`config.mk`:
```
export PLATFORM = sky130hd
export DESIGN_NAME = nhph_lane
export DESIGN_NICKNAME = d
export VERILOG_FILES = /design/src/hw/rtl/nhph_pkg.sv /design/src/hw/rtl/nhph_lane.sv
export SDC_FILE = /design/constraint.sdc
export NUM_CORES = 1
export LEC_CHECK = 0
export ABC_AREA = 1
export BUFFER_PORTS_ARGS = -buffer_cell sky130_fd_sc_hd__buf_2
export CAP_MARGIN = 20
export CORE_UTILIZATION = 40
export DETAILED_ROUTE_END_ITERATION = 16
export PLACE_DENSITY = 0.6
export SLEW_MARGIN = 20
export SYNTH_ARGS = -nofsm -noshare
export SYNTH_HDL_FRONTEND = slang
export SYNTH_SLANG_ARGS = --single-unit
```
`constraint.sdc`:
```
create_clock -name clk -period 16.24 [get_ports clk]
set_input_delay 3.248 -clock clk [delete_from_list [all_inputs] [get_ports clk]]
set_output_delay 3.248 -clock clk [all_outputs]
set_load 0.1 [all_outputs]
```
`src/hw/rtl/nhph_pkg.sv`:
```
`timescale 1ns / 1ps
`default_nettype none

package nhph_pkg;

  // Key layout
  localparam int unsigned LAST_BYTES  = 4;
  localparam int unsigned FIRST_BYTES = 2;
  localparam int unsigned NUM_LANES   = LAST_BYTES + FIRST_BYTES;
  localparam logic [7:0]  PAD_BYTE    = 8'h5F;

  // Datapath widths
  localparam int unsigned HASH_W = 64;
  localparam int unsigned BASE_W = 31;
  localparam int unsigned BKT_W  = 16;

  // Remainder pipeline: bits of the dividend consumed per stage
  localparam int unsigned MOD_BITS   = 4;
  localparam int unsigned MOD_STAGES = HASH_W / MOD_BITS;

  // Configuration port
  localparam int unsigned CFG_IDX_W  = 1;
  localparam int unsigned CFG_DATA_W = BASE_W;

  localparam logic [BASE_W-1:0] BASE_RESET = BASE_W'(31);
  localparam logic [BKT_W-1:0]  BKT_RESET  = BKT_W'(101);

  typedef logic [HASH_W-1:0] word_t;

  typedef enum logic [CFG_IDX_W-1:0] {
    REG_HASH_BASE    = 1'b0,
    REG_BUCKET_COUNT = 1'b1
  } cfg_reg_t;

  typedef enum logic [1:0] {
    POW_IDLE,
    POW_LO,
    POW_HI
  } pow_state_t;

endpackage

`default_nettype wire

```
`src/hw/rtl/nhph_lane.sv`:
```
`timescale 1ns / 1ps
`default_nettype none

// One lane: signed byte times its positional power, mod 2^64, registered.
module nhph_lane (
  input  wire logic            clk,
  input  wire logic            en,
  input  wire logic [7:0]      char_byte,
  input  wire nhph_pkg::word_t power,
  output nhph_pkg::word_t      prod
);

  nhph_pkg::word_t mag;
  nhph_pkg::word_t neg_adj;
  nhph_pkg::word_t prod_r, prod_nxt;

  // Unsigned product, then remove 256*power for a negative byte
  always_comb begin
    mag      = nhph_pkg::HASH_W'(char_byte) * power;
    neg_adj  = char_byte[7] ? {power[nhph_pkg::HASH_W-9:0], 8'd0} : '0;
    prod_nxt = mag - neg_adj;
  end

  always_ff @(posedge clk) begin
    if (en) begin
      prod_r <= prod_nxt;
    end
  end

  assign prod = prod_r;

endmodule

`default_nettype wire

```
======== Word-level counts from Yosys, hierarchy flattened ========
Cells that the tools add are included.
word-level totals
  bits in registers ....................... 64
  output and inout port bits .............. 64
  word-level logic and storage cells ...... 4
cells by class
  add/sub/neg operators ................... 1
  multipliers ............................. 1
  mux-type cells .......................... 1
operators by type and width
  cell            count
  $mul 8x64->64   1
  $mux 64         1
  $sub 64x64->64  1

======== Longest topological paths before layout ========
  word-level depth ........................ 2
  mapped depth ............................ 27
  depth with buffers taken out ............ 25

======== Worst setup path before layout ========
No wires, ideal clock.
  path type ............................... input to register
  start ................................... in char_byte[4]
  end ..................................... reg prod_r[36] (netlist: prod[36]), data pin
  arrival time ............................ 7.241 ns
  data required time ...................... 15.981 ns
  path slack .............................. 8.740 ns
  stages on the path ...................... 21
  buffers on the path ..................... 3
  cell sequence ........................... buf_2 -> clkbuf_1 -> buf_1 -> nand2_1 -> fa_1 -> fa_1 -> inv_1 -> fa_1 -> inv_1 -> fa_1 -> inv_1 -> ha_1 -> nand2_1 -> nand3_2 -> nand2_1 -> nand2_1 -> nand2_1 -> nand3_2 -> nand2_1 -> nand2_1 -> xor2_1
between the ends
  cells in the longest elaborated chain, start to end .. 2
RTL lines
  item                  line             source
  start, declared       nhph_lane.sv:8   input wire logic [7:0] char_byte,
  $mul 8x64->64         nhph_lane.sv:19  mag = nhph_pkg::HASH_W'(char_byte) * power;
  $sub 64x64->64        nhph_lane.sv:21  prod_nxt = mag - neg_adj;
  via prod_nxt[36]      nhph_lane.sv:15  nhph_pkg::word_t prod_r, prod_nxt;
  end signal, assigned  nhph_lane.sv:26  prod_r <= prod_nxt;
  end, declared         nhph_lane.sv:15
The timed path passes the listed nets, and every way through them passes these cells.
A chain may end at the register's enable or synchronous reset.

======== Worst setup path after layout ========
  start ................................... in char_byte[0]
  end ..................................... reg prod_r[36] (netlist: prod[36]), data pin
The elaborated chain is that of the path after synthesis.

==> flow_summary.yaml <==
yosys:
  synth_compound_area_share_pct: 3.07
  synth_xor_xnor_area_share_pct: 1.86
  synthCells: 2953
  yosysSeqAreaShare_pct: 9.28
  ys_seq_elements: 64
  synthMuxAreaShare_pct: 0
  syn-cell-area_sq_um: 20700
  syn-mean-instance-area_sq_um: 7.01
  yosys_warnings: 0
  async_flop_share_pct: 0
  synthesis.nets: 3502
  synth_top_family_by_area: "adder cells"
  yosys.area_share.simple_pct: 24.5
  synth_top_flop_cell: "edfxtp_1"
  synth_edf_count: 64
  synthAdderAreaFrac_pct: 42.7
  yosysUniqueCellTypes: 35
timing:
  clock.fmax_ghz: 0.124
  setup_viol: 0
  worst_slew_margin_rel_pct: 38.8
  tns_ns: 0
  drv_slew: 0
  rsz0062_at_grt: "no"
  min_period_ns: 8.08
  worstMarginPinSlew_ns: 0.919
  hold_viol: 0
  finalCritPeriodShare_pct: 49.7
critical_path:
  cp_max_fo: 64
  startpoint_type: "input pin"
  crit_path_end_kind: "register"
  max_stage_delay_ns: 0.63
  critPathBufInv: 7
  crit_top_cell: "inv_1"
  critPathArrivalTime_ns: 8.15
  cp_top_family: "adder cells"
  cpMaxStageDelayCell: "buf_4"
  required_ns: 16.31
  critPathKind: "input pin to register"
  crit_chain: "buf_2, buf_4, nand2_1, fa_1, inv_1, fa_1, fa_1, inv_1, fa_1, inv_1, ha_1, nand2_1, inv_1, a21oi_1, inv_1, a21oi_1, nand3_2, nand2_1, nand2_1, xor2_1"
finish:
  syn_to_final_growth_pct: 7.25
  largest_reg_flops: 64
  drive_gt1_share_pct: 8.69
  design.final.nets: 3547
routing:
  wl_um: 57700
  firstDrtPassIters: 5
  drcViolationCount: 0
  postRouteAntennaNets: 0
  drtIter0Drc: 1040
  vias: 17200
  vias_per_cell: 4.66
  avgRoutedWirePerCell_um: 15.6
floorplan:
  num_rows: 83
  boundaryPins: 138
  core-area_sq_um: 51200
  die_w_um: 230
  dieArea_sq_um: 52700
  die_height_um: 230
  start_util_pct: 40.4
global_route:
  first_global_vias: 17500
  grt_pass1_wl_um: 94100
  grt_max_degree: 65
  grt_usage_pct: 22.8
  antenna_found_initial: 3
  grt_overflow: 0
placed_design:
  io_buffers: 137
  dp_hpwl_um: 48200
  gp_congestion: 0.959
run_status:
  outcome: "finished clean"
run:
  drv_cap: 0
hold_path:
  hold_path_class: "input pin to register"
clocking:
  cts_setup_buffers: 0
  cts_tree: "done"
  root_buffer: "clkbuf_16"
  clk_path_buf_depth: 2
  htree_num_levels: 3
  clock-sinks: 64
  numCtsBuffers: 9
  cts-resized-gates: 0
  clk_pin_slew_worst_paths_ns: 0.06
  cts_hold_buf: 0
## worst paths after layout
check          from  endpoint  slack [ns]  cells past startpoint
min        power[0]   prod[0]        3.41                      3
max    char_byte[0]  prod[36]        8.16                     20
## metrics by stage
stage / hold WS, ns / instances / area, sq um / setup WS (ns) / utilization [%]
finish: 3.41 / 3685 / 22200 / 8.16 / 43.4
global route: 3.42 / 3684 / 22200 / 7.85 / 43.4
CTS: 3.40 / 3683 / 22200 / 8.19 / 43.4
detailed placement: 3.75 / 3667 / 21900 / 7.84 / 42.7
global placement: 3.76 / 3667 / 21900 / 7.81 / 42.7
floorplan: 3.36 / 2953 / 20700 / 8.74 / -
## final cells by class
type	instances	area, sq um
flip-flops and latches	64	1920
inverters	912	3420
repair buffers	146	753
fillers	5379	29000
clock buffers	9	225
diodes	2	5.00
clock inverters	7	103
multi-input cells	1865	14900
well taps	680	851
## placed cells by master (no fill, tap or decap), types with 18 or more instances in the layout
cell,netlist,layout
a21oi_1,67,67
buf_2,9,137
edfxtp_1,64,64
fa_1,385,385
ha_1,90,90
inv_1,893,893
nand2_1,960,960
nand3_1,59,59
nor2_1,109,109
nor2_2,25,25
o21ai_0,18,18
o21bai_1,22,22
xor2_1,30,30
## synthesized netlist by cell type, types with 2 or more instances
| master | n | area (sq um) |
|---|---|---|
| buf_2 | 9 | 45.0 |
| nand2_2 | 17 | 106 |
| nand3_2 | 10 | 100 |
| nand2_1 | 960 | 3600 |
| o21ai_0 | 18 | 90.1 |
| nand4_1 | 14 | 87.6 |
| xnor2_1 | 14 | 123 |
| o21ai_1 | 4 | 20.0 |
| clkbuf_1 | 98 | 368 |
| or2_2 | 13 | 81.3 |
| inv_1 | 893 | 3350 |
| nand3_1 | 59 | 295 |
| a21oi_1 | 67 | 335 |
| nor2_1 | 109 | 409 |
| nor3_1 | 5 | 25.0 |
| nor2_2 | 25 | 156 |
| clkinv_1 | 2 | 7.51 |
| nor2_4 | 3 | 33.8 |
| ha_1 | 90 | 1130 |
| edfxtp_1 | 64 | 1920 |
| o21bai_1 | 22 | 165 |
| nand3b_1 | 2 | 15.0 |
| fa_1 | 385 | 7710 |
| xor2_1 | 30 | 263 |
| nor3_2 | 10 | 100 |
| buf_1 | 4 | 15.0 |
| a21oi_2 | 2 | 17.5 |
| inv_2 | 17 | 63.8 |
## cells by family after synthesis
group / Yosys count
simple gates: 1232
compound gates: 114
flops: 64
fa+ha+maj: 475
xor+xnor: 44
buf+inv: 1024
## routing by layer
metal  vias to the layer above  part of all wire (%)  GRT usage, %
met5                         -                 0.023             0
met4                         2                   1.2          3.38
met3                        39                   5.3          2.14
met2                       435                    47          38.9
met1                      8329                    46          31.8
li1                       8368                     -             -
Power is left out: the tool's default activity adds up to more than one toggle a clock period on the data nets, which glitch-free logic cannot reach.
