**src/hw/rtl/nhph_pkg.sv**
```systemverilog
`timescale 1ns / 1ps
`default_nettype none

package nhph_pkg;

  // Key layout
  localparam int unsigned LAST_BYTES  = 4;
  localparam int unsigned FIRST_BYTES = 2;
  localparam int unsigned NUM_LANES   = LAST_BYTES + FIRST_BYTES;
  localparam logic [7:0]  PAD_BYTE    = 8'h5F;

  // Datapath widths
  localparam int unsigned HASH_W = 64;
  localparam int unsigned BASE_W = 31;
  localparam int unsigned BKT_W  = 16;

  // Remainder pipeline: bits of the dividend consumed per stage
  localparam int unsigned MOD_BITS   = 4;
  localparam int unsigned MOD_STAGES = HASH_W / MOD_BITS;

  // Configuration port
  localparam int unsigned CFG_IDX_W  = 1;
  localparam int unsigned CFG_DATA_W = BASE_W;

  localparam logic [BASE_W-1:0] BASE_RESET = BASE_W'(31);
  localparam logic [BKT_W-1:0]  BKT_RESET  = BKT_W'(101);

  typedef logic [HASH_W-1:0] word_t;

  typedef enum logic [CFG_IDX_W-1:0] {
    REG_HASH_BASE    = 1'b0,
    REG_BUCKET_COUNT = 1'b1
  } cfg_reg_t;

  typedef enum logic [1:0] {
    POW_IDLE,
    POW_LO,
    POW_HI
  } pow_state_t;

endpackage

`default_nettype wire

```
**src/hw/rtl/nhph_sum.sv**
```systemverilog
`timescale 1ns / 1ps
`default_nettype none

// Merge stage: registered three-level adder tree over the six lane products.
module nhph_sum (
  input  wire logic                                      clk,
  input  wire logic                                      rst_n,
  input  wire logic                                      in_valid,
  output logic                                           in_ready,
  input  wire nhph_pkg::word_t [nhph_pkg::NUM_LANES-1:0] terms,
  output logic                                           out_valid,
  input  wire logic                                      out_ready,
  output nhph_pkg::word_t                                total
);

  localparam int unsigned PAIRS = nhph_pkg::NUM_LANES / 2;

  logic [2:0]      vld_r;
  logic [2:0]      en;
  nhph_pkg::word_t s1_r [PAIRS];
  nhph_pkg::word_t s2_r [2];
  nhph_pkg::word_t s3_r;

  // Advance a stage when it is empty or its successor advances
  always_comb begin
    en[2] = !vld_r[2] || out_ready;
    en[1] = !vld_r[1] || en[2];
    en[0] = !vld_r[0] || en[1];
  end

  always_ff @(posedge clk) begin
    if (!rst_n) begin
      vld_r <= '0;
    end else begin
      if (en[0]) vld_r[0] <= in_valid;
      if (en[1]) vld_r[1] <= vld_r[0];
      if (en[2]) vld_r[2] <= vld_r[1];
    end
  end

  // Pairwise sums, then fold the three partials
  always_ff @(posedge clk) begin
    if (en[0]) begin
      for (int j = 0; j < PAIRS; j++) begin
        s1_r[j] <= terms[2*j] + terms[2*j+1];
      end
    end
    if (en[1]) begin
      s2_r[0] <= s1_r[0] + s1_r[1];
      s2_r[1] <= s1_r[2];
    end
    if (en[2]) begin
      s3_r <= s2_r[0] + s2_r[1];
    end
  end

  assign in_ready  = en[0];
  assign out_valid = vld_r[2];
  assign total     = s3_r;

endmodule

`default_nettype wire

```
**config.mk**
```make
export PLATFORM = sky130hd
export DESIGN_NAME = nhph_sum
export DESIGN_NICKNAME = d
export VERILOG_FILES = /design/src/hw/rtl/nhph_pkg.sv /design/src/hw/rtl/nhph_sum.sv
export SDC_FILE = /design/constraint.sdc
export NUM_CORES = 1
export LEC_CHECK = 0
export BUFFER_PORTS_ARGS = -buffer_cell sky130_fd_sc_hd__buf_4
export CAP_MARGIN = 25
export CORE_MARGIN = 3
export CORE_UTILIZATION = 50
export DETAILED_ROUTE_END_ITERATION = 6
export MAX_ROUTING_LAYER = met4
export PLACE_DENSITY = 0.83
export SLEW_MARGIN = 20
export SYNTH_ARGS = -nofsm -noshare
export SYNTH_HDL_FRONTEND = slang
export SYNTH_SLANG_ARGS = --single-unit
```
**constraint.sdc**
```tcl
create_clock -name clk -period 20.4 [get_ports clk]
set_clock_uncertainty 0.05 [all_clocks]
set_input_delay 4.08 -clock clk [delete_from_list [all_inputs] [get_ports clk]]
set_output_delay 4.08 -clock clk [all_outputs]
set_load 0.02 [all_outputs]
```
# Yosys cells after proc, flatten, opt, wreduce, memory -nomap -nowiden
# Memory sizes are Yosys's and may differ from the RTL's.
# Cells that the tools add are included.
[totals]
elab_cells = 21
register_bits = 67
latch_bits = 0
n_memories = 2
ramBits = 320
romBits = 0
[mem_list]
columns = ["name", "depth", "width", "rd", "rd_clocked_by_memory_dff", "write_ports", "line", "source"]
rows = [
  ["s1_r", 3, 64, 3, 0, 3, "nhph_sum.sv:20", "nhph_pkg::word_t s1_r [PAIRS];"],
  ["s2_r", 2, 64, 2, 0, 2, "nhph_sum.sv:21", "nhph_pkg::word_t s2_r [2];"],
]
[classes]
mux = 4
n_div = 0
addsub = 5
n_mul = 0
reduce_logical = 6
eq_ne = 0
n_lt_le_gt_ge = 0
bitwise_logic = 0
n_shift = 0
[ops]
columns = ["cell", "count"]
rows = [
  ["adder 64 bit", 5],
  ["two-way mux 1 bit", 4],
  ["zero test 1 bit", 3],
  ["logical OR 1 bit", 3],
]

# Depth between registers and ports, before layout
[logic_depth]
ltp_word = 6
mapped_depth = 12
mapped_depth_nobuf = 12

# Least setup slack after synthesis
# No wires, ideal clock.
[synth_path]
path_kind = "input to output"
startpoint = "input out_ready"
endpoint = "output in_ready"
path_buffers = 0
required_ps = 16270
setup_slack_ps = 7527
arrival_ps = 8743
path_stages = 2
path_cell_list = "nor2b_1 > nand3_1"
[synth_between]
elab_chain_len = 3
[synth_lines]
columns = ["element", "line", "source"]
rows = [
  ["from (decl)", "nhph_sum.sv:12", "input wire logic out_ready,"],
  ["logical OR 1 bit", "nhph_sum.sv:26", "en[2] = !vld_r[2] || out_ready;"],
  ["logical OR 1 bit", "nhph_sum.sv:27", "en[1] = !vld_r[1] || en[2];"],
  ["logical OR 1 bit", "nhph_sum.sv:28", "en[0] = !vld_r[0] || en[1];"],
  ["to (decl)", "nhph_sum.sv:9", "output logic in_ready,"],
]
# Every way passes these cells.

# Worst setup path after layout
# Same ends and word-level chain as after synthesis.

==> results.py <==
metrics = {
    "synth": {
        "synth_top_area_cell": "edfxtp_1",
        "synth.avg_cell_area_um2": 9.75,
        "synth.distinct_cells": 92,
        "postSynth.asyncResetShare_pct": 0,
        "synth_edf_count": 384,
        "yosysTopAreaCellShare_pct": 38.4,
        "synth_nets": 3787,
        "synth_flop_cell": "edfxtp_1",
        "synth_seq_cells": 387,
        "synth_cells": 3079,
        "ys_warn_count": 0,
        "synth_area_um2": 30000,
        "yosys-top-cells-area": "edfxtp_1, ha_1, a21oi_1",
        "ys_seq_area_share_pct": 38.6,
    },
    "drt": {
        "vias": 25774,
        "viasPerCell": 6.02,
        "drc": 0,
        "drtPass1Iterations": 6,
        "wl_per_cell_um": 20.3,
        "antenna_left": 0,
        "drt-total-wl_um": 86800,
        "drt_iter0_markers": 1992,
    },
    "clocking": {
        "postCtsSetupBuffers": 0,
        "cts.clk_slew.worst_paths_ns": 0.05,
        "cts_htree_levels": 2,
        "clk_latency_ns": 0.57,
        "clock-sinks": 387,
        "cts_tree": "done",
        "clockBufferDepth": 3,
        "cts_buffers": 43,
        "postCtsResizedCells": 0,
        "cts_root_buf": "clkbuf_16",
        "post_cts_hold_buffer_count": 0,
    },
    "critical_path": {
        "critPathArrivalTime_ns": 5.48,
        "crit_required_ns": 16.27,
        "cp_cell_sequence": "buf_4 > nor2b_1 > nand3_4 > buf_4",
        "slowest_stage": "nor2b_1",
        "setup.worst_path.end_class": "output port",
        "path_class": "in -> out",
        "slowest_delay_ns": 0.50,
        "crit_top_cell": "buf_4",
        "start_kind": "primary input",
        "worstPathMaxFanout": 30,
    },
    "finish": {
        "nFillCells": 4987,
        "drive_gt1_share_pct": 16.8,
        "syn_to_final_growth_pct": 17.9,
        "final_nets": 4180,
    },
    "grt": {
        "grt.overflow.total": 0,
        "antenna_found_initial": 1,
        "grt_usage_pct": 27.4,
        "grt_max_degree": 76,
        "grt_pass1_vias": 24496,
        "grt_first_pass_wirelength_um": 134000,
    },
    "sta": {
        "slew_headroom_pct": 38.8,
        "tightest_slew_ns": 0.918,
        "fmax_mhz": 104,
        "rsz0062_at_grt": "false",
        "fin_crit_ns": 9.61,
        "fin_hold_ws_ns": 0.360,
        "slew_viol_final": 0,
        "finalHoldViolCount": 0,
        "setup_viol": 0,
        "tns_ns": 0,
        "fin_crit_sh_pct": 47.1,
    },
    "pwr": {
        "vdd_drop_max_v": 0.0000659,
        "p_switching_mw": 1.73,
        "p_per_area_nw_per_um2": 122,
        "cell_internal_pwr_mw": 2.58,
        "p_sw_share_pct": 40.2,
        "combPwrFrac_pct": 50.2,
        "p_seq_share_pct": 32.4,
        "clkPwrFrac_pct": 17.4,
        "cellLeakagePower_nw": 15.4,
    },
    "floorplan": {
        "die_x_um": 251,
        "dieHeight_um": 251,
        "num_io_pins": 454,
        "core_area_um2": 59200,
        "die-area_um2": 63000,
        "start_util_pct": 50.7,
        "rows": 89,
    },
    "run": {
        "maxCapViolations": 0,
    },
    "placed_design": {
        "portBuffers": 453,
        "place_hpwl_um": 71200,
        "gp_congestion": 0.978,
    },
    "min_path": {
        "hp-class": "reg -> reg",
    },
    "run_status": {
        "status": "finished clean",
    },
}
-- flip-flops by register name (all words and copies together) (netlist names) --
register  count
vld_r         3
s2_r        128
s1_r        192
total        64
-- synthesized netlist by cell type (55+ instances only) --
library cell  number
o21bai_1          66
a21o_1           191
ha_1             315
a21oi_1          360
clkbuf_1          88
xnor2_1          196
xor2_1           107
nand4_1           81
nand3_1           55
inv_1             91
nor2_1           160
edfxtp_1         384
o21ai_0          191
nand2_1          233
-- layout by cell type (no fill, tap or decap), types with 14 or more instances in the layout --
master and n:
o211ai_1 25, edfxtp_1 384, nand4_1 81, a31oi_1 39, and2_1 23, nand3_1 54, and3_1 31, o21ai_0 191
o21a_1 37, o21ai_1 18, nor2b_1 30, a211oi_1 22, nor2_1 160, clkbuf_16 43, ha_1 315, a21o_1 191
buf_4 458, inv_1 90, a21oi_1 360, o21bai_1 66, nand2_1 232, o31ai_1 16, nand2b_1 32, a221oi_1 14
xor2_1 107, xnor2_1 196, nor3_1 35
-- metal layers --
layer	share of wire, %	vias up	global-route usage, %
met5	0	-	-
met4	2.7	0	7.34
met3	7.0	134	2.79
met2	46	1059	43.5
met1	44	12088	37.9
li1	-	12493	-
-- critical path, delay by kind of cell --
kind / cells / cell delay [ns]
AND/OR/NAND/NOR: 2 / 0.94
buffers and inverters: 2 / 0.44
-- power by group through the flow --
stage	logic (mW)	clock network (mW)	registers, mW
after CTS	2.14	0.764	1.40
after floorplan	1.47	0	1.42
after global routing	2.37	0.796	1.42
after detailed placement	2.12	0	1.41
after global placement	2.10	0	1.40
final	2.16	0.748	1.40
-- per-stage QoR --
step                      setup slack [ns]  instance area [um2]  util [%]  power [mW]  cells
after CTS                            10.75                35400      59.8        4.30   4278
after floorplan                       7.53                30000         -        2.89   3079
after detailed placement             10.76                34000      57.5        3.53   4200
after global placement               10.82                34000      57.4        3.50   4199
after global routing                 10.65                35400      59.8        4.59   4279
final                                10.79                35400      59.8        4.31   4279
-- layout make-up --
| type | instances | area (um2) | area share [%] |
|---|---|---|---|
| Antenna cell | 1 | 2.50 | 0.00707 |
| Clock buffer | 46 | 1090 | 3.07 |
| Clock inverter | 32 | 272 | 0.767 |
| Inverter | 91 | 342 | 0.965 |
| Multi-Input combinational cell | 2490 | 17700 | 49.9 |
| Sequential cell | 387 | 11600 | 32.7 |
| Tap cell | 773 | 967 | 2.73 |
| Timing Repair Buffer | 459 | 3470 | 9.79 |
-- worst paths after layout --
check                    start     endpoint  slack, ns  cells after the start
setup / recovery     out_ready     in_ready      10.79                      4
hold / removal    s1_r[0][145]  s2_r[0][81]       0.36                      0
setup reg to reg    s1_r[0][0]  s2_r[0][60]      16.59                     12
hold reg to reg   s1_r[0][145]  s2_r[0][81]       0.36                      0
-- cell families (layout without fill, tap and decap cells) --
logic type / Yosys count / count (layout) / share of synthesized area, %
other: 0 / 1 / 0
XOR/XNOR: 303 / 303 / 8.84
buffers and inverters: 202 / 628 / 2.62
AND/OR/NAND/NOR: 746 / 746 / 12.2
multiplexers: 6 / 6 / 0.208
flip-flops: 387 / 387 / 38.6
AO/OA/AOI/OAI: 1115 / 1115 / 24.1
adder cells (fa/ha/maj): 320 / 320 / 13.5
No activity file was read; power rests on OpenSTA's default activity.
