--- src/hw/rtl/nhph_pkg.sv ---
`timescale 1ns / 1ps
`default_nettype none

package nhph_pkg;

  // Key layout
  localparam int unsigned LAST_BYTES  = 4;
  localparam int unsigned FIRST_BYTES = 2;
  localparam int unsigned NUM_LANES   = LAST_BYTES + FIRST_BYTES;
  localparam logic [7:0]  PAD_BYTE    = 8'h5F;

  // Datapath widths
  localparam int unsigned HASH_W = 64;
  localparam int unsigned BASE_W = 31;
  localparam int unsigned BKT_W  = 16;

  // Remainder pipeline: bits of the dividend consumed per stage
  localparam int unsigned MOD_BITS   = 4;
  localparam int unsigned MOD_STAGES = HASH_W / MOD_BITS;

  // Configuration port
  localparam int unsigned CFG_IDX_W  = 1;
  localparam int unsigned CFG_DATA_W = BASE_W;

  localparam logic [BASE_W-1:0] BASE_RESET = BASE_W'(31);
  localparam logic [BKT_W-1:0]  BKT_RESET  = BKT_W'(101);

  typedef logic [HASH_W-1:0] word_t;

  typedef enum logic [CFG_IDX_W-1:0] {
    REG_HASH_BASE    = 1'b0,
    REG_BUCKET_COUNT = 1'b1
  } cfg_reg_t;

  typedef enum logic [1:0] {
    POW_IDLE,
    POW_LO,
    POW_HI
  } pow_state_t;

endpackage

`default_nettype wire

--- src/hw/rtl/nhph_pow.sv ---
`timescale 1ns / 1ps
`default_nettype none

// Power table: base^k mod 2^64 for k = 0 .. NUM_LANES-1, rebuilt by a
// sequencer after reset and after each base write. Each power is built in
// POW_LO (low-half partial product), then POW_HI (high-half partial product and add).
module nhph_pow (
  input  wire logic                                        clk,
  input  wire logic                                        rst_n,
  input  wire logic                                        restart,
  input  wire logic [nhph_pkg::BASE_W-1:0]                 base,
  output nhph_pkg::word_t [nhph_pkg::NUM_LANES-1:0]        pow,
  output logic                                             busy
);

  localparam int unsigned IDX_W  = $clog2(nhph_pkg::NUM_LANES);
  localparam int unsigned HALF_W = nhph_pkg::HASH_W / 2;
  localparam int unsigned PROD_W = HALF_W + nhph_pkg::BASE_W;

  nhph_pkg::pow_state_t state_r, state_nxt;
  logic [IDX_W-1:0]     idx_r, idx_nxt;
  nhph_pkg::word_t      cur_r, cur_nxt;
  logic [PROD_W-1:0]    lo_r, lo_nxt;
  logic [PROD_W-1:0]    hi_prod;
  nhph_pkg::word_t      pw_new;
  nhph_pkg::word_t      pw_r [nhph_pkg::NUM_LANES-1:1];

  // Next power from the running one
  always_comb begin
    hi_prod = PROD_W'(cur_r[nhph_pkg::HASH_W-1:HALF_W]) * PROD_W'(base);
    pw_new  = nhph_pkg::HASH_W'(lo_r) + {hi_prod[HALF_W-1:0], HALF_W'(0)};
  end

  // Sequencer: next state
  always_comb begin
    state_nxt = state_r;
    idx_nxt   = idx_r;
    cur_nxt   = cur_r;
    lo_nxt    = lo_r;
    unique case (state_r)
      nhph_pkg::POW_IDLE: begin
      end
      nhph_pkg::POW_LO: begin
        lo_nxt    = PROD_W'(cur_r[HALF_W-1:0]) * PROD_W'(base);
        state_nxt = nhph_pkg::POW_HI;
      end
      nhph_pkg::POW_HI: begin
        cur_nxt = pw_new;
        if (idx_r == IDX_W'(nhph_pkg::NUM_LANES - 1)) begin
          state_nxt = nhph_pkg::POW_IDLE;
        end else begin
          idx_nxt   = idx_r + IDX_W'(1);
          state_nxt = nhph_pkg::POW_LO;
        end
      end
      default: state_nxt = nhph_pkg::POW_IDLE;
    endcase
    if (restart) begin
      state_nxt = nhph_pkg::POW_LO;
      idx_nxt   = IDX_W'(1);
      cur_nxt   = nhph_pkg::HASH_W'(1);
    end
  end

  always_ff @(posedge clk) begin
    if (!rst_n) begin
      state_r <= nhph_pkg::POW_LO;
      idx_r   <= IDX_W'(1);
      cur_r   <= nhph_pkg::HASH_W'(1);
    end else begin
      state_r <= state_nxt;
      idx_r   <= idx_nxt;
      cur_r   <= cur_nxt;
    end
  end

  // Hold partial product and table entries
  always_ff @(posedge clk) begin
    lo_r <= lo_nxt;
    if (state_r == nhph_pkg::POW_HI) begin
      pw_r[idx_r] <= pw_new;
    end
  end

  // Drive table outputs
  always_comb begin
    pow[0] = nhph_pkg::HASH_W'(1);
    for (int k = 1; k < nhph_pkg::NUM_LANES; k++) begin
      pow[k] = pw_r[k];
    end
  end

  assign busy = (state_r != nhph_pkg::POW_IDLE);

endmodule

`default_nettype wire

--- config.mk ---
export PLATFORM = sky130hd
export DESIGN_NAME = nhph_pow
export DESIGN_NICKNAME = d
export VERILOG_FILES = /design/src/hw/rtl/nhph_pkg.sv /design/src/hw/rtl/nhph_pow.sv
export SDC_FILE = /design/constraint.sdc
export NUM_CORES = 2
export LEC_CHECK = 0
export BUFFER_PORTS_ARGS = -buffer_cell sky130_fd_sc_hd__clkbuf_2
export CORE_ASPECT_RATIO = 0.5
export CORE_UTILIZATION = 41
export DETAILED_ROUTE_END_ITERATION = 12
export PLACE_DENSITY = 0.54
export SYNTH_ARGS = -nofsm -noshare
export SYNTH_HDL_FRONTEND = slang
export SYNTH_SLANG_ARGS = --single-unit
--- constraint.sdc ---
create_clock -name clk -period 11.19 [get_ports clk]
set_input_delay 1.6785 -clock clk [delete_from_list [all_inputs] [get_ports clk]]
set_output_delay 1.6785 -clock clk [all_outputs]
set_load 0.02 [all_outputs]
* After elaboration in Yosys (flattened, before gate mapping)
Memory sizes are Yosys's and may differ from the RTL's.
Index checks and enable logic that the tools add are counted.
** Word-level totals
- Flip-flop bits (word level) :: 132
- Latch bits :: 0
- RAM bits :: 320
- Bits in read-only memories :: 0
- Input bits :: 34
- Output and inout port bits :: 385
- Word-level logic and storage cells :: 22
- Memories kept :: 1
** Cells by class
- $add $sub $neg :: 2
- $mul :: 2
- Divide/modulo/power cells :: 0
- Order comparisons :: 0
- Equal/unequal tests :: 3
- Shift operators :: 0
- Multiplexer cells :: 4
- Bitwise gates (word level) :: 2
- Reductions and logical operators :: 4
** Memory list
- pw_r :: words 5, width 64, rd ports 5, clocked after Yosys merged registers in 0, write ports 1, line nhph_pow.sv:26 : nhph_pkg::word_t pw_r [nhph_pkg::NUM_LANES-1:1];
** Operator list (number)
- 63-bit by 64-bit adder with 64-bit output :: 1
- 32-bit by 31-bit multiplier with 63-bit output :: 1
- 32-bit by 31-bit multiplier with 32-bit output :: 1
- 2-bit one-hot mux with 3 select lines :: 1
- 3-bit by 1-bit adder with 3-bit output, second input constant :: 1
- 3-bit == test, second input constant :: 1
- 1-bit two-way mux :: 3
- 2-bit by 1-bit == test with 1-bit output, second input constant :: 1
- 2-bit == test, second input constant :: 1
- 2-bit zero test :: 1
- 1-bit inverter :: 2
- 2-bit AND reduction :: 1
- 2-bit nonzero test :: 1
- 2-bit OR reduction :: 1

* Longest topological paths before layout
- Depth in word-level cells :: 3
- Mapped depth :: 36
- Mapped depth without buffers :: 34

* Worst setup path after synthesis
OpenSTA, ideal clock, no wires.
- Path type :: input-to-reg
- Start point :: input port base[7] (netlist name)
- End point :: register cur_r[63]
- Library setup time :: 59 ps
- Arrival time :: 9490 ps
- Required time :: 11131 ps
- Path slack :: 1642 ps
- Stages :: 34
- Path buffers :: 2
- Path through :: clkbuf_1 clkbuf_1 nand2_1 fa_1 inv_1 fa_1 fa_1 inv_1 fa_1 inv_1 fa_1 ha_1 fa_1 fa_1 ha_1 and3_1 a211o_1 a21oi_1 o21ba_2 a311oi_1 o22ai_1 o21bai_1 a21oi_1 xnor2_1 ha_1 nand4_1 nor2_1 and3_1 a21oi_1 or3_1 nand3_1 a31oi_1 xnor2_1 o211a_1
** Between the ends
- Cells in the longest elaborated chain, start to end :: 2
** Ends and longest elaborated chain
- from (decl) :: line nhph_pow.sv:11 : input wire logic [nhph_pkg::BASE_W-1:0] base,
- 32-bit by 31-bit multiplier with 32-bit output :: line nhph_pow.sv:30 : hi_prod = PROD_W'(cur_r[nhph_pkg::HASH_W-1:HALF_W]) * PROD_W'(base);
- 63-bit by 64-bit adder with 64-bit output :: line nhph_pow.sv:31 : pw_new = nhph_pkg::HASH_W'(lo_r) + {hi_prod[HALF_W-1:0], HALF_W'(0)};
- via pw_new[63] :: line nhph_pow.sv:25 : nhph_pkg::word_t pw_new;
- to (signal assigned) :: line nhph_pow.sv:69 : cur_r <= nhph_pkg::HASH_W'(1);
- to (signal assigned) :: line nhph_pow.sv:73 : cur_r <= cur_nxt;
- to (decl) :: line nhph_pow.sv:22 : nhph_pkg::word_t cur_r, cur_nxt;
The timed path passes the listed nets, and every way through them passes these cells.
A chain may end at the register's enable or synchronous reset.

* Worst setup path in the final report
- Start point :: input port base[4] (netlist name)
- End point :: register cur_r[63]
The elaborated chain is that of the path after synthesis.

==> run_results.csv <==
group,metric,value,unit
floorplan,rows,100,
logic_synthesis,ys_seq_area_share,20.6,%
logic_synthesis,yosys_warnings,0,
routing,vias_per_cell,5.24,
cells_and_area,nets,8193,
min_path,min_path_type,"flop to flop",
setup_path,required,11700,ps
pwr,finalPower,4070,µW
pwr,peakVddDrop,0.0904,mV
logic_synthesis,synth_cells,6300,
global_route,grt_overflow,0,
global_route,antenna_found_initial,13,
logic_synthesis,netlist_top_cells_area,"fa_1 41%, edfxtp_1 18%, ha_1 8.2%",
logic_synthesis,ys.flop_type,"edfxtp_1",
place,dp_hpwl,148000,µm
place,placed_area,66500,µm²
logic_synthesis,synth_top_area_share,40.8,%
sta,slew_viol_final,0,
setup_path,slowest_delay,560,ps
place,port_buffers,354,
floorplan,coreArea,150000,µm²
floorplan,start_util,41.7,%
setup_path,slowest_stage,"fa_1",
sta,fin_skew,35.0,ps
sta,max_slew_margin,22.0,%
sta,period_share,90.3,%
floorplan,dieHeight,278,µm
clocking,cts.sinks,452,
routing,first_iter_violations,3546,
sta,hold_viol,0,
global_route,grt_first_pass_wirelength,298000,µm
cells_and_area,area_growth,8.00,%
sta,period_minus_slack,10100,ps
place,dp_worst_setup_slack,566,ps
floorplan,die_w,555,µm
clocking,clkLatencyLatePin,580,ps
clocking,htree_levels,2,
setup_path,startpoint_type,"input port",
place,gp_congestion,0.926,
global_route,grt_use_total,25.5,%
setup_path,crit_buf_inv,3,
logic_synthesis,yosysUniqueCellTypes,68,
clocking,clk_pin_slew,80,ps
setup_path,arrival,10610,ps
routing,vias,44500,
run,cap_viol_max_count,0,
global_route,grt_pass1_vias,47800,
logic_synthesis,async_flop_share,0,%
setup_path,path_common_cell,"fa_1",
sta,worst_pin_slew,1170,ps
routing,wl_per_cell,22.9,µm
sta,final-setup-viol-count,0,
run_status,status,"completed",
pwr,cellPowerDensity,60.1,nW/µm²
cells_and_area,drive_gt1_share,8.91,%
pwr,p_leak,0.0316,µW
routing,detail_route.drc_violations,0,
logic_synthesis,syn_area_per_cell,9.94,µm²
setup_path,cp-end-kind,"flop",
clocking,cts_made_buffers,38,
sta,setup_slack,1090,ps
clocking,clockBufferDepth,3,
logic_synthesis,ys_ff_latch,452,
logic_synthesis,synth_area,62600,µm²
global_route,grt_max_degree,69,
routing,wl,194000,µm
clocking,hold_buffers,0,
routing,drt-pass1-iter-count,5,
clocking,cts_tree,"yes",
clocking,cts_resized,0,
floorplan,fp.dieArea,154000,µm²
cells_and_area,final_cell_area,67600,µm²
logic_synthesis,synth_edf_count,383,
sta,tns,0,ps
setup_path,cp_top_family,"adder cells",
clocking,root_buffer,"clkbuf_16",
sta,rsz0062_at_grt,"false",
sta,max_freq,0.0990,GHz
floorplan,io_pins,419,
clocking,cts_setup_buffers,0,
setup_path,path_max_fanout,23,
routing,ant_nets,0,
setup_path,path_class,"input port to flop",
logic_synthesis,synth_area_leader_cell,"fa_1",
-- cell type report --
class                   instances  area (µm²)
fillers                     14400       82500
multi-input cells            4209       43400
flip-flops and latches        452       12900
inverters                    1291        4850
repair buffers                480        2830
well taps                    1989        2490
clock buffers                  42         987
clock inverters                26         180
diodes                          6        15.0
-- metal layers --
| layer | GRT usage [%] | vias up | routed length, µm |
|---|---|---|---|
| met4 | 6.44 | 0 | 5420 |
| met2 | 40.8 | 1847 | 89000 |
| met3 | 3.67 | 265 | 14700 |
| met1 | 36.6 | 23400 | 85300 |
| met5 | 0 | - | 0 |
| li1 | - | 19000 | - |
-- state kept, by name, summed over array words and instances, names as in the netlist --
signal,cells
pw_r,320
cur_r,64
lo_r,63
idx_r,3
state_r,2
-- layout by cell type (no fill, tap or decap), drive strengths merged, types with 20 or more instances in the layout --
| cell | synthesis | final |
|---|---|---|
| ha | 411 | 411 |
| inv | 1291 | 1295 |
| a21oi | 174 | 174 |
| and2 | 423 | 423 |
| nand3 | 20 | 20 |
| buf | 70 | 126 |
| dfxtp | 69 | 69 |
| a21o | 51 | 51 |
| conb | 2 | 64 |
| o21ai | 58 | 58 |
| xnor2 | 135 | 135 |
| edfxtp | 383 | 383 |
| clkbuf | 340 | 396 |
| nand2 | 1278 | 1278 |
| fa | 1276 | 1276 |
| nor2 | 71 | 71 |
| xor2 | 34 | 34 |
-- power by group --
part | total, µW | switching, µW | internal [µW]
registers | 2000 | 73.7 | 1920
clock network | 1310 | 636 | 669
logic | 766 | 538 | 228
-- path summary, 6_finish.rpt --
| path | cells after the start | start | slack [ps] | end |
|---|---|---|---|---|
| worst max register to register | 33 | cur_r[40] | 1680 | cur_r[63] |
| worst max-delay path | 32 | base[4] | 1090 | cur_r[63] |
| worst min register to register | 0 | lo_r[24] | 560 | pw_r[1][24] |
| worst min-delay path | 0 | lo_r[24] | 560 | pw_r[1][24] |
-- synthesized netlist by cell type, types with 18 or more instances --
cell and n:
a21o_1 51, a21oi_1 172, and2_1 422, buf_4 64
clkbuf_1 340, dfxtp_1 69, edfxtp_1 383, fa_1 1276
ha_1 411, inv_1 1290, nand2_1 1278, nand2b_1 18
nand3_1 20, nor2_1 71, o21a_1 18, o21ai_0 51
xnor2_1 135, xor2_1 34
-- through the flow --
| step | hold WS [ps] | util (%) | std cells |
|---|---|---|---|
| 5_1_grt | 568 | 45.0 | 8494 |
| 4_1_cts | 550 | 45.0 | 8489 |
| 3_5_place_dp | 533 | 44.3 | 8421 |
| 3_3_place_gp | 528 | 44.3 | 8421 |
| 6_report | 556 | 45.0 | 8495 |
| 2_1_floorplan | 448 | - | 6362 |
-- kinds of logic (layout without fill, tap and decap cells) --
kind of cell	count (synthesis)	count (layout)	synth area share (%)
flip-flops	452	452	20.6
other	2	70	0.0120
XOR/XNOR	169	169	2.36
AO/OA/AOI/OAI	398	398	3.99
AND/OR/NAND/NOR	1891	1891	13.5
buffers and inverters	1701	1839	10.6
adder cells (fa/ha/maj)	1687	1687	49.0
No activity file was read; power rests on OpenSTA's default activity.
