`src/hw/rtl/nhph_pkg.sv`:
```
`timescale 1ns / 1ps
`default_nettype none

package nhph_pkg;

  // Key layout
  localparam int unsigned LAST_BYTES  = 4;
  localparam int unsigned FIRST_BYTES = 2;
  localparam int unsigned NUM_LANES   = LAST_BYTES + FIRST_BYTES;
  localparam logic [7:0]  PAD_BYTE    = 8'h5F;

  // Datapath widths
  localparam int unsigned HASH_W = 64;
  localparam int unsigned BASE_W = 31;
  localparam int unsigned BKT_W  = 16;

  // Remainder pipeline: bits of the dividend consumed per stage
  localparam int unsigned MOD_BITS   = 4;
  localparam int unsigned MOD_STAGES = HASH_W / MOD_BITS;

  // Configuration port
  localparam int unsigned CFG_IDX_W  = 1;
  localparam int unsigned CFG_DATA_W = BASE_W;

  localparam logic [BASE_W-1:0] BASE_RESET = BASE_W'(31);
  localparam logic [BKT_W-1:0]  BKT_RESET  = BKT_W'(101);

  typedef logic [HASH_W-1:0] word_t;

  typedef enum logic [CFG_IDX_W-1:0] {
    REG_HASH_BASE    = 1'b0,
    REG_BUCKET_COUNT = 1'b1
  } cfg_reg_t;

  typedef enum logic [1:0] {
    POW_IDLE,
    POW_LO,
    POW_HI
  } pow_state_t;

endpackage

`default_nettype wire

```
`src/hw/rtl/nhph_mod.sv`:
```
`timescale 1ns / 1ps
`default_nettype none

// Pipelined restoring remainder: 64-bit dividend by a 16-bit divisor,
// MOD_BITS dividend bits per stage. Divisor must be nonzero for a
// meaningful remainder; the caller masks the zero case.
module nhph_mod (
  input  wire logic                          clk,
  input  wire logic                          rst_n,
  input  wire logic                          in_valid,
  output logic                               in_ready,
  input  wire nhph_pkg::word_t               dividend,
  input  wire logic [nhph_pkg::BKT_W-1:0]    divisor,
  output logic                               out_valid,
  input  wire logic                          out_ready,
  output logic [nhph_pkg::BKT_W-1:0]         remainder
);

  localparam int unsigned S     = nhph_pkg::MOD_STAGES;
  localparam int unsigned MB    = nhph_pkg::MOD_BITS;
  localparam int unsigned W     = nhph_pkg::HASH_W;
  localparam int unsigned BW    = nhph_pkg::BKT_W;

  // Shift in MB bits, one compare-and-subtract each
  function automatic logic [BW-1:0] mod_step(
    input logic [BW-1:0] rem_in,
    input logic [MB-1:0] bits,
    input logic [BW-1:0] d
  );
    logic [BW:0]   t;
    logic [BW-1:0] r;
    r = rem_in;
    for (int b = MB - 1; b >= 0; b--) begin
      t = {r, bits[b]};
      if (t >= {1'b0, d}) begin
        t = t - {1'b0, d};
      end
      r = t[BW-1:0];
    end
    return r;
  endfunction

  logic [S-1:0]    vld_r;
  logic [S-1:0]    vld_src;
  logic [S-1:0]    en;
  logic [BW-1:0]   rem_r   [S];
  logic [BW-1:0]   rem_src [S];
  logic [BW-1:0]   rem_nxt [S];
  nhph_pkg::word_t quo_r   [S];
  nhph_pkg::word_t quo_src [S];
  nhph_pkg::word_t quo_nxt [S];

  // Stage inputs
  always_comb begin
    vld_src[0] = in_valid;
    rem_src[0] = '0;
    quo_src[0] = dividend;
    for (int i = 1; i < S; i++) begin
      vld_src[i] = vld_r[i-1];
      rem_src[i] = rem_r[i-1];
      quo_src[i] = quo_r[i-1];
    end
  end

  // Stage arithmetic
  always_comb begin
    for (int i = 0; i < S; i++) begin
      rem_nxt[i] = mod_step(rem_src[i], quo_src[i][W-1:W-MB], divisor);
      quo_nxt[i] = quo_src[i] << MB;
    end
  end

  // Advance a stage when it is empty or its successor advances
  always_comb begin
    en[S-1] = !vld_r[S-1] || out_ready;
    for (int i = S - 2; i >= 0; i--) begin
      en[i] = !vld_r[i] || en[i+1];
    end
  end

  always_ff @(posedge clk) begin
    if (!rst_n) begin
      vld_r <= '0;
    end else begin
      for (int i = 0; i < S; i++) begin
        if (en[i]) vld_r[i] <= vld_src[i];
      end
    end
  end

  always_ff @(posedge clk) begin
    for (int i = 0; i < S; i++) begin
      if (en[i]) begin
        rem_r[i] <= rem_nxt[i];
        quo_r[i] <= quo_nxt[i];
      end
    end
  end

  assign in_ready  = en[0];
  assign out_valid = vld_r[S-1];
  assign remainder = rem_r[S-1];

endmodule

`default_nettype wire

```
`config.mk`:
```
export PLATFORM = sky130hd
export DESIGN_NAME = nhph_mod
export DESIGN_NICKNAME = d
export VERILOG_FILES = /design/src/hw/rtl/nhph_pkg.sv /design/src/hw/rtl/nhph_mod.sv
export SDC_FILE = /design/constraint.sdc
export NUM_CORES = 2
export LEC_CHECK = 0
export BUFFER_PORTS_ARGS = -buffer_cell sky130_fd_sc_hd__buf_2
export CORE_MARGIN = 4
export CORE_UTILIZATION = 40
export DETAILED_ROUTE_END_ITERATION = 8
export PLACE_DENSITY_LB_ADDON = 0.05
export SLEW_MARGIN = 20
export SYNTH_ARGS = -nofsm -noshare
export SYNTH_HDL_FRONTEND = slang
export SYNTH_SLANG_ARGS = --single-unit
```
`constraint.sdc`:
```
create_clock -name clk -period 29.9 [get_ports clk]
set_input_delay 4.485 -clock clk [delete_from_list [all_inputs] [get_ports clk]]
set_output_delay 4.485 -clock clk [all_outputs]
set_load 0.02 [all_outputs]
```
; ---- After elaboration in Yosys (flattened, before gate mapping)
; Memories as Yosys holds them, arrays and structs flattened.
; Index checks and enable logic that the tools add are counted.
[word_totals]
mem_bits_rw = 1216
wordCells = 274
input_bits = 84
n_memories = 2
out_inout_bits = 18
regBits = 16
[mem_list]
columns = memory, words, word_bits, read_ports, rd_ports_with_merged_regs, wr, line
row1 = quo_r, 16, 60, 15, 0, 16, nhph_mod.sv:49  ; nhph_pkg::word_t quo_r [S];
row2 = rem_r, 16, 16, 16, 0, 16, nhph_mod.sv:46  ; logic [BW-1:0] rem_r [S];
[op_classes]
add_sub_neg = 64
n_reduce_logical = 32
order_cmp = 64
n_mux = 96
[op_table]
columns = operator, count
row1 = $ge 17x16->1, 63
row2 = $mux 16, 64
row3 = $sub 16x16->16, 63
row4 = $mux 1, 32
row5 = $ge 1x16->1, 1
row6 = $logic_not 1->1, 16
row7 = $logic_or 1x1->1, 16
row8 = $sub 1x16->16, 1

; ---- Depth between registers and ports, before layout
[logic_depth]
word_depth = 19
mapped_depth = 53

; ---- Worst setup path before layout
; OpenSTA, ideal clock, no wires.
[synth_path]
path_type = input to register
startpoint = input divisor[1] in the netlist's numbering
endpoint = memory rem_r[0][102] in the netlist's numbering, data pin
path_slack_ps = 12175
path_stages = 50
required_time_ps = 29640
t_arrival_ps = 17465
path_cell_list = inv_1 > ha_1 > nor2b_1 > o31a_1 > o31a_1 > o31a_1 > o21ai_2 > nand2_1 > clkbuf_1 > o21ai_0 > inv_1 > ha_1 > nor2b_1 > o211ai_1 > a31oi_1 > o21ai_0 > o21ai_0 > a221oi_1 > [14 not listed] > o21ai_0 > and2_1 > nor2_2 > buf_2 > mux2i_1 > ha_1 > a21o_1 > a21o_1 > a21oi_1 > o21ai_0 > a41oi_1 > a21oi_1 > a41oi_1 > o21ai_0 > a211oi_1 > o32ai_4 > buf_4 > mux2_2
[synth_lines]
columns = element, line
row1 = from (decl), nhph_mod.sv:13  ; input wire logic [nhph_pkg::BKT_W-1:0] divisor,
row2 = to (decl), nhph_mod.sv:46

==> results list <==
* Most common cell in the netlist: sky130_fd_sc_hd__ha_1
- Number of levels the H-tree was split into: 3
- For this run, asynchronously set or reset flops after synthesis account for 0%.
* Synthesis-stage register bit count: about 750
- Seq/Total Area, Yosys: between 20% and 30%
* Post-synthesis cell count: about 8200
- In the synthesized netlist the dominant register cell turns out to be sky130_fd_sc_hd__edfxtp_1.
- Maximum number of pins on one net before global-route repair: 55
- Vias per inst: between 5 and 6
* Maximum clock path buffer count: 3
- In the final routing, the length of wire on met1 measures ~100 mm.
- The tree is rooted in a sky130_fd_sc_hd__clkbuf_16.
- Total die area: 200000 µm²
* Clock Latency Late Sink: approximately 0.77 ns
- Counting every sink on the clock net gives 752.
- The floorplan has 160 rows.
- Slowest cell on crit path: sky130_fd_sc_hd__nor2_2
- The number of antenna diodes in the final layout is 0.
- For this run, the slowest stage of the critical path takes between 0.6 and 0.7 ns.
- Highest Signal Layer: met4
- Total wire length: between 200 and 250 mm
- Average cell area after synthesis: about 9.4 µm²
- In this run the most critical hold path is launched from quo_r[1][226]$_DFFE_PP_.
* Count of unique library cells instantiated by Yosys: approximately 100
- Vias: around 62000
- Antenna violations before repair: 2
- After detailed routing, the number of remaining DRC violations is 0.
- The detail route stage leaves a number of antenna-violating nets equal to 0.
- Final hold analysis gives a worst-case slack of between 0.4 and 0.5 ns.
- Count of hold-fix buffers inserted at cts: 0
- Once the floorplan was initialized, standard cells occupied about 40% of the core.
* Startpoint of the lowest-slack register-to-register path: rem_r[1][18]$_DFFE_PP_
- Ratio of cells with drive above 1 in the final layout: between 10 and 15%
* Synth Net Count: 9385
- Startpoint-to-endpoint class of the critical path: primary input to register
* Setup TNS: 0 ns
- Clock-pin slew was measured on the worst setup and hold paths at about 0.060 ns.
- I/O pin total: 102
- Of all nets on the critical path, the largest fanout is 41.
* PortBufs: just over 100
- Synthesis-to-finish area growth: 9.14%
- Core Region: around 190000 µm²
- In this run the post-CTS setup repair buffer count came out at 0.
* Via count of the first global-routing pass: just over 60000
- The HPWL after detailed placement is 171 mm.
- Ranking of synthesized cells by area: sky130_fd_sc_hd__edfxtp_1 29%, sky130_fd_sc_hd__ha_1 16%, sky130_fd_sc_hd__mux2_2 7.0%, sky130_fd_sc_hd__xnor2_1 5.5%, sky130_fd_sc_hd__a21oi_1 4.6%
- After filler insertion, the fill cell instance count of the layout stands at around 19000.
- Finish-stage setup viols: 0
- The top cell type by area accounts for between 20% and 30% of the synthesized area.
- Period Utilization, post-route: a little under three fifths
- Total CTS buffers: 94
- During synthesis, Yosys emitted a total of 0 warnings.
- Placer congestion estimate: slightly below 0.9
- TritonCTS built the clock tree.
- For this block, the initial DRC count from the detailed router was 3514.
* Cell type with the highest aggregate area in the netlist: sky130_fd_sc_hd__edfxtp_1
* Setup crit start kind: primary input
* Critical path required time: ~30 ns
- After clock tree synthesis, the repair step resized 0 gates.
* Number of optimization iterations in the first detailed-route pass: 5
- The run finished with clean final reports.
* Worst setup path start: divisor[1]
- Endpoint kind of the worst setup timing path: register
- Crit-path most repeated cell: sky130_fd_sc_hd__o21ai_0
* Tightest Hold Check Type: register to register
* First-pass GRT wire length: around 350 mm
* Sum of overflow across all layers after global routing: 0
- Max-slew violation total from the final report: 0
* Transition time at the pin with the least slew margin: roughly 1.0 ns
* EDFF count, synth: around 740
- Die Span Y: approximately 450 µm
- The worst register-to-register path has a setup slack of about 17 ns.
* RSZ-0062 raised after global routing: no
* Total met2 wirelength after detailed routing: ~110 mm
- Met3 WL post-DR: 6.25 mm
- On the final layout, the worst clock skew is 0.0414 ns.
- Final min period: about 17 ns
- Final design utilization: roughly 44%
- Total count of hold-check failures in the final report: 0
* Top post-synthesis cells by count: 1010 x sky130_fd_sc_hd__ha_1, 736 x sky130_fd_sc_hd__edfxtp_1, 713 x sky130_fd_sc_hd__a21oi_1
* Average routed wire per standard cell: just over 20 µm
* Tightest slew margin relative to the limit: about a third
- Global Route Usage Sum: between 20 and 25%
* Critical Path AT: roughly 18 ns
- After synthesis the cells add up to approximately 77000 µm².
* Max-capacitance violation count: 0
- The die is roughly 450 µm wide.
- After the last flow step, the layout net total stands at ~9500.
* Highest clock frequency the design can meet: slightly below 0.06 GHz
per-layer routing:
metal | global-route usage, % | up-vias
li1 | - | 31400
met1 | 28.0 | 29600
met2 | 39.0 | 961
met3 | 1.84 | 244
met4 | 5.92 | 0
met5 | 0 | -
cell usage in the layout, fill, tap and decap left out, types with 21 or more instances in the layout:
cell / Yosys / routed
sky130_fd_sc_hd__nand3_1: 125 / 125
sky130_fd_sc_hd__nand2_1: 577 / 572
sky130_fd_sc_hd__o21bai_1: 103 / 103
sky130_fd_sc_hd__a21boi_0: 45 / 45
sky130_fd_sc_hd__a21o_1: 335 / 335
sky130_fd_sc_hd__nand4_1: 160 / 160
sky130_fd_sc_hd__a211oi_1: 62 / 62
sky130_fd_sc_hd__or2_2: 27 / 27
sky130_fd_sc_hd__nor2b_1: 168 / 168
sky130_fd_sc_hd__fa_1: 63 / 63
sky130_fd_sc_hd__a31oi_1: 55 / 55
sky130_fd_sc_hd__inv_1: 370 / 349
sky130_fd_sc_hd__a41oi_1: 21 / 21
sky130_fd_sc_hd__mux2i_1: 74 / 74
sky130_fd_sc_hd__o41ai_1: 21 / 21
sky130_fd_sc_hd__a31o_2: 21 / 21
sky130_fd_sc_hd__and2_1: 36 / 36
sky130_fd_sc_hd__xnor2_1: 482 / 482
sky130_fd_sc_hd__nor2_1: 573 / 573
sky130_fd_sc_hd__nor3_1: 135 / 134
sky130_fd_sc_hd__o21ai_1: 27 / 28
sky130_fd_sc_hd__o31a_1: 35 / 35
sky130_fd_sc_hd__o21ai_0: 539 / 538
sky130_fd_sc_hd__ha_1: 1010 / 1010
sky130_fd_sc_hd__xor2_1: 247 / 247
sky130_fd_sc_hd__and3_1: 48 / 48
sky130_fd_sc_hd__nand2b_1: 101 / 101
sky130_fd_sc_hd__buf_4: 25 / 97
sky130_fd_sc_hd__o211ai_1: 37 / 37
sky130_fd_sc_hd__mux2_2: 483 / 483
sky130_fd_sc_hd__o21a_1: 160 / 160
sky130_fd_sc_hd__clkbuf_16: 0 / 94
sky130_fd_sc_hd__a211o_1: 26 / 26
sky130_fd_sc_hd__o31ai_1: 55 / 55
sky130_fd_sc_hd__a21oi_1: 713 / 713
sky130_fd_sc_hd__or3_1: 35 / 35
sky130_fd_sc_hd__edfxtp_1: 736 / 736
sky130_fd_sc_hd__nor4_1: 58 / 58
sky130_fd_sc_hd__buf_2: 29 / 99
worst max-delay path: cells and delay by family:
kind | cells | cell delay [ns]
AO/OA/AOI/OAI | 27 | 7.07
adder cells (fa/ha/maj) | 4 | 1.18
buffers and inverters | 6 | 1.70
multiplexers | 2 | 0.79
AND/OR/NAND/NOR | 9 | 2.31
sequential cells by signal (all words and copies together) (netlist names):
name   count
quo_r    480
vld_r     16
rem_r    256
final timing paths:
kind,to,depth (start not counted)
setup / recovery,rem_r[0][111]$_DFFE_PP_,48
hold / removal,quo_r[1][290]$_DFFE_PP_,0
setup reg to reg,rem_r[1][41]$_DFFE_PP_,42
hold reg to reg,quo_r[1][290]$_DFFE_PP_,0
cell families after synthesis:
family / Yosys count / share of synthesized area, %
muxes: 576 / 8.28
DFF: 752 / 29.0
buffers and inverters: 519 / 2.71
and+or+nand+nor: 2119 / 13.2
adders and majority gates: 1073 / 18.0
xor gates and xnor gates: 729 / 8.27
AOI/OAI and AO/OA: 2460 / 20.5
per-stage QoR:
step | instances | area, µm² | worst slack [ns]
2_1_floorplan | 8228 | 77200 | 12.17
5_1_grt | 11000 | 84300 | 11.52
6_report | 11000 | 84300 | 12.73
3_3_place_gp | 10800 | 81100 | 12.25
4_1_cts | 11000 | 84300 | 12.83
3_5_place_dp | 10800 | 81100 | 12.04
cell type report:
| class | instances | area, µm² | area share [%] |
|---|---|---|---|
| Multi-Input combinational cell | 6957 | 52800 | 62.6 |
| Sequential cell | 752 | 22400 | 26.6 |
| Tap cell | 2511 | 3140 | 3.73 |
| Clock buffer | 109 | 2450 | 2.91 |
| Inverter | 370 | 1430 | 1.70 |
| Timing Repair Buffer | 200 | 1300 | 1.55 |
| Clock inverter | 67 | 739 | 0.877 |
Power is left out: the tool's default activity adds up to more than one toggle a clock period on the data nets, which glitch-free logic cannot reach.
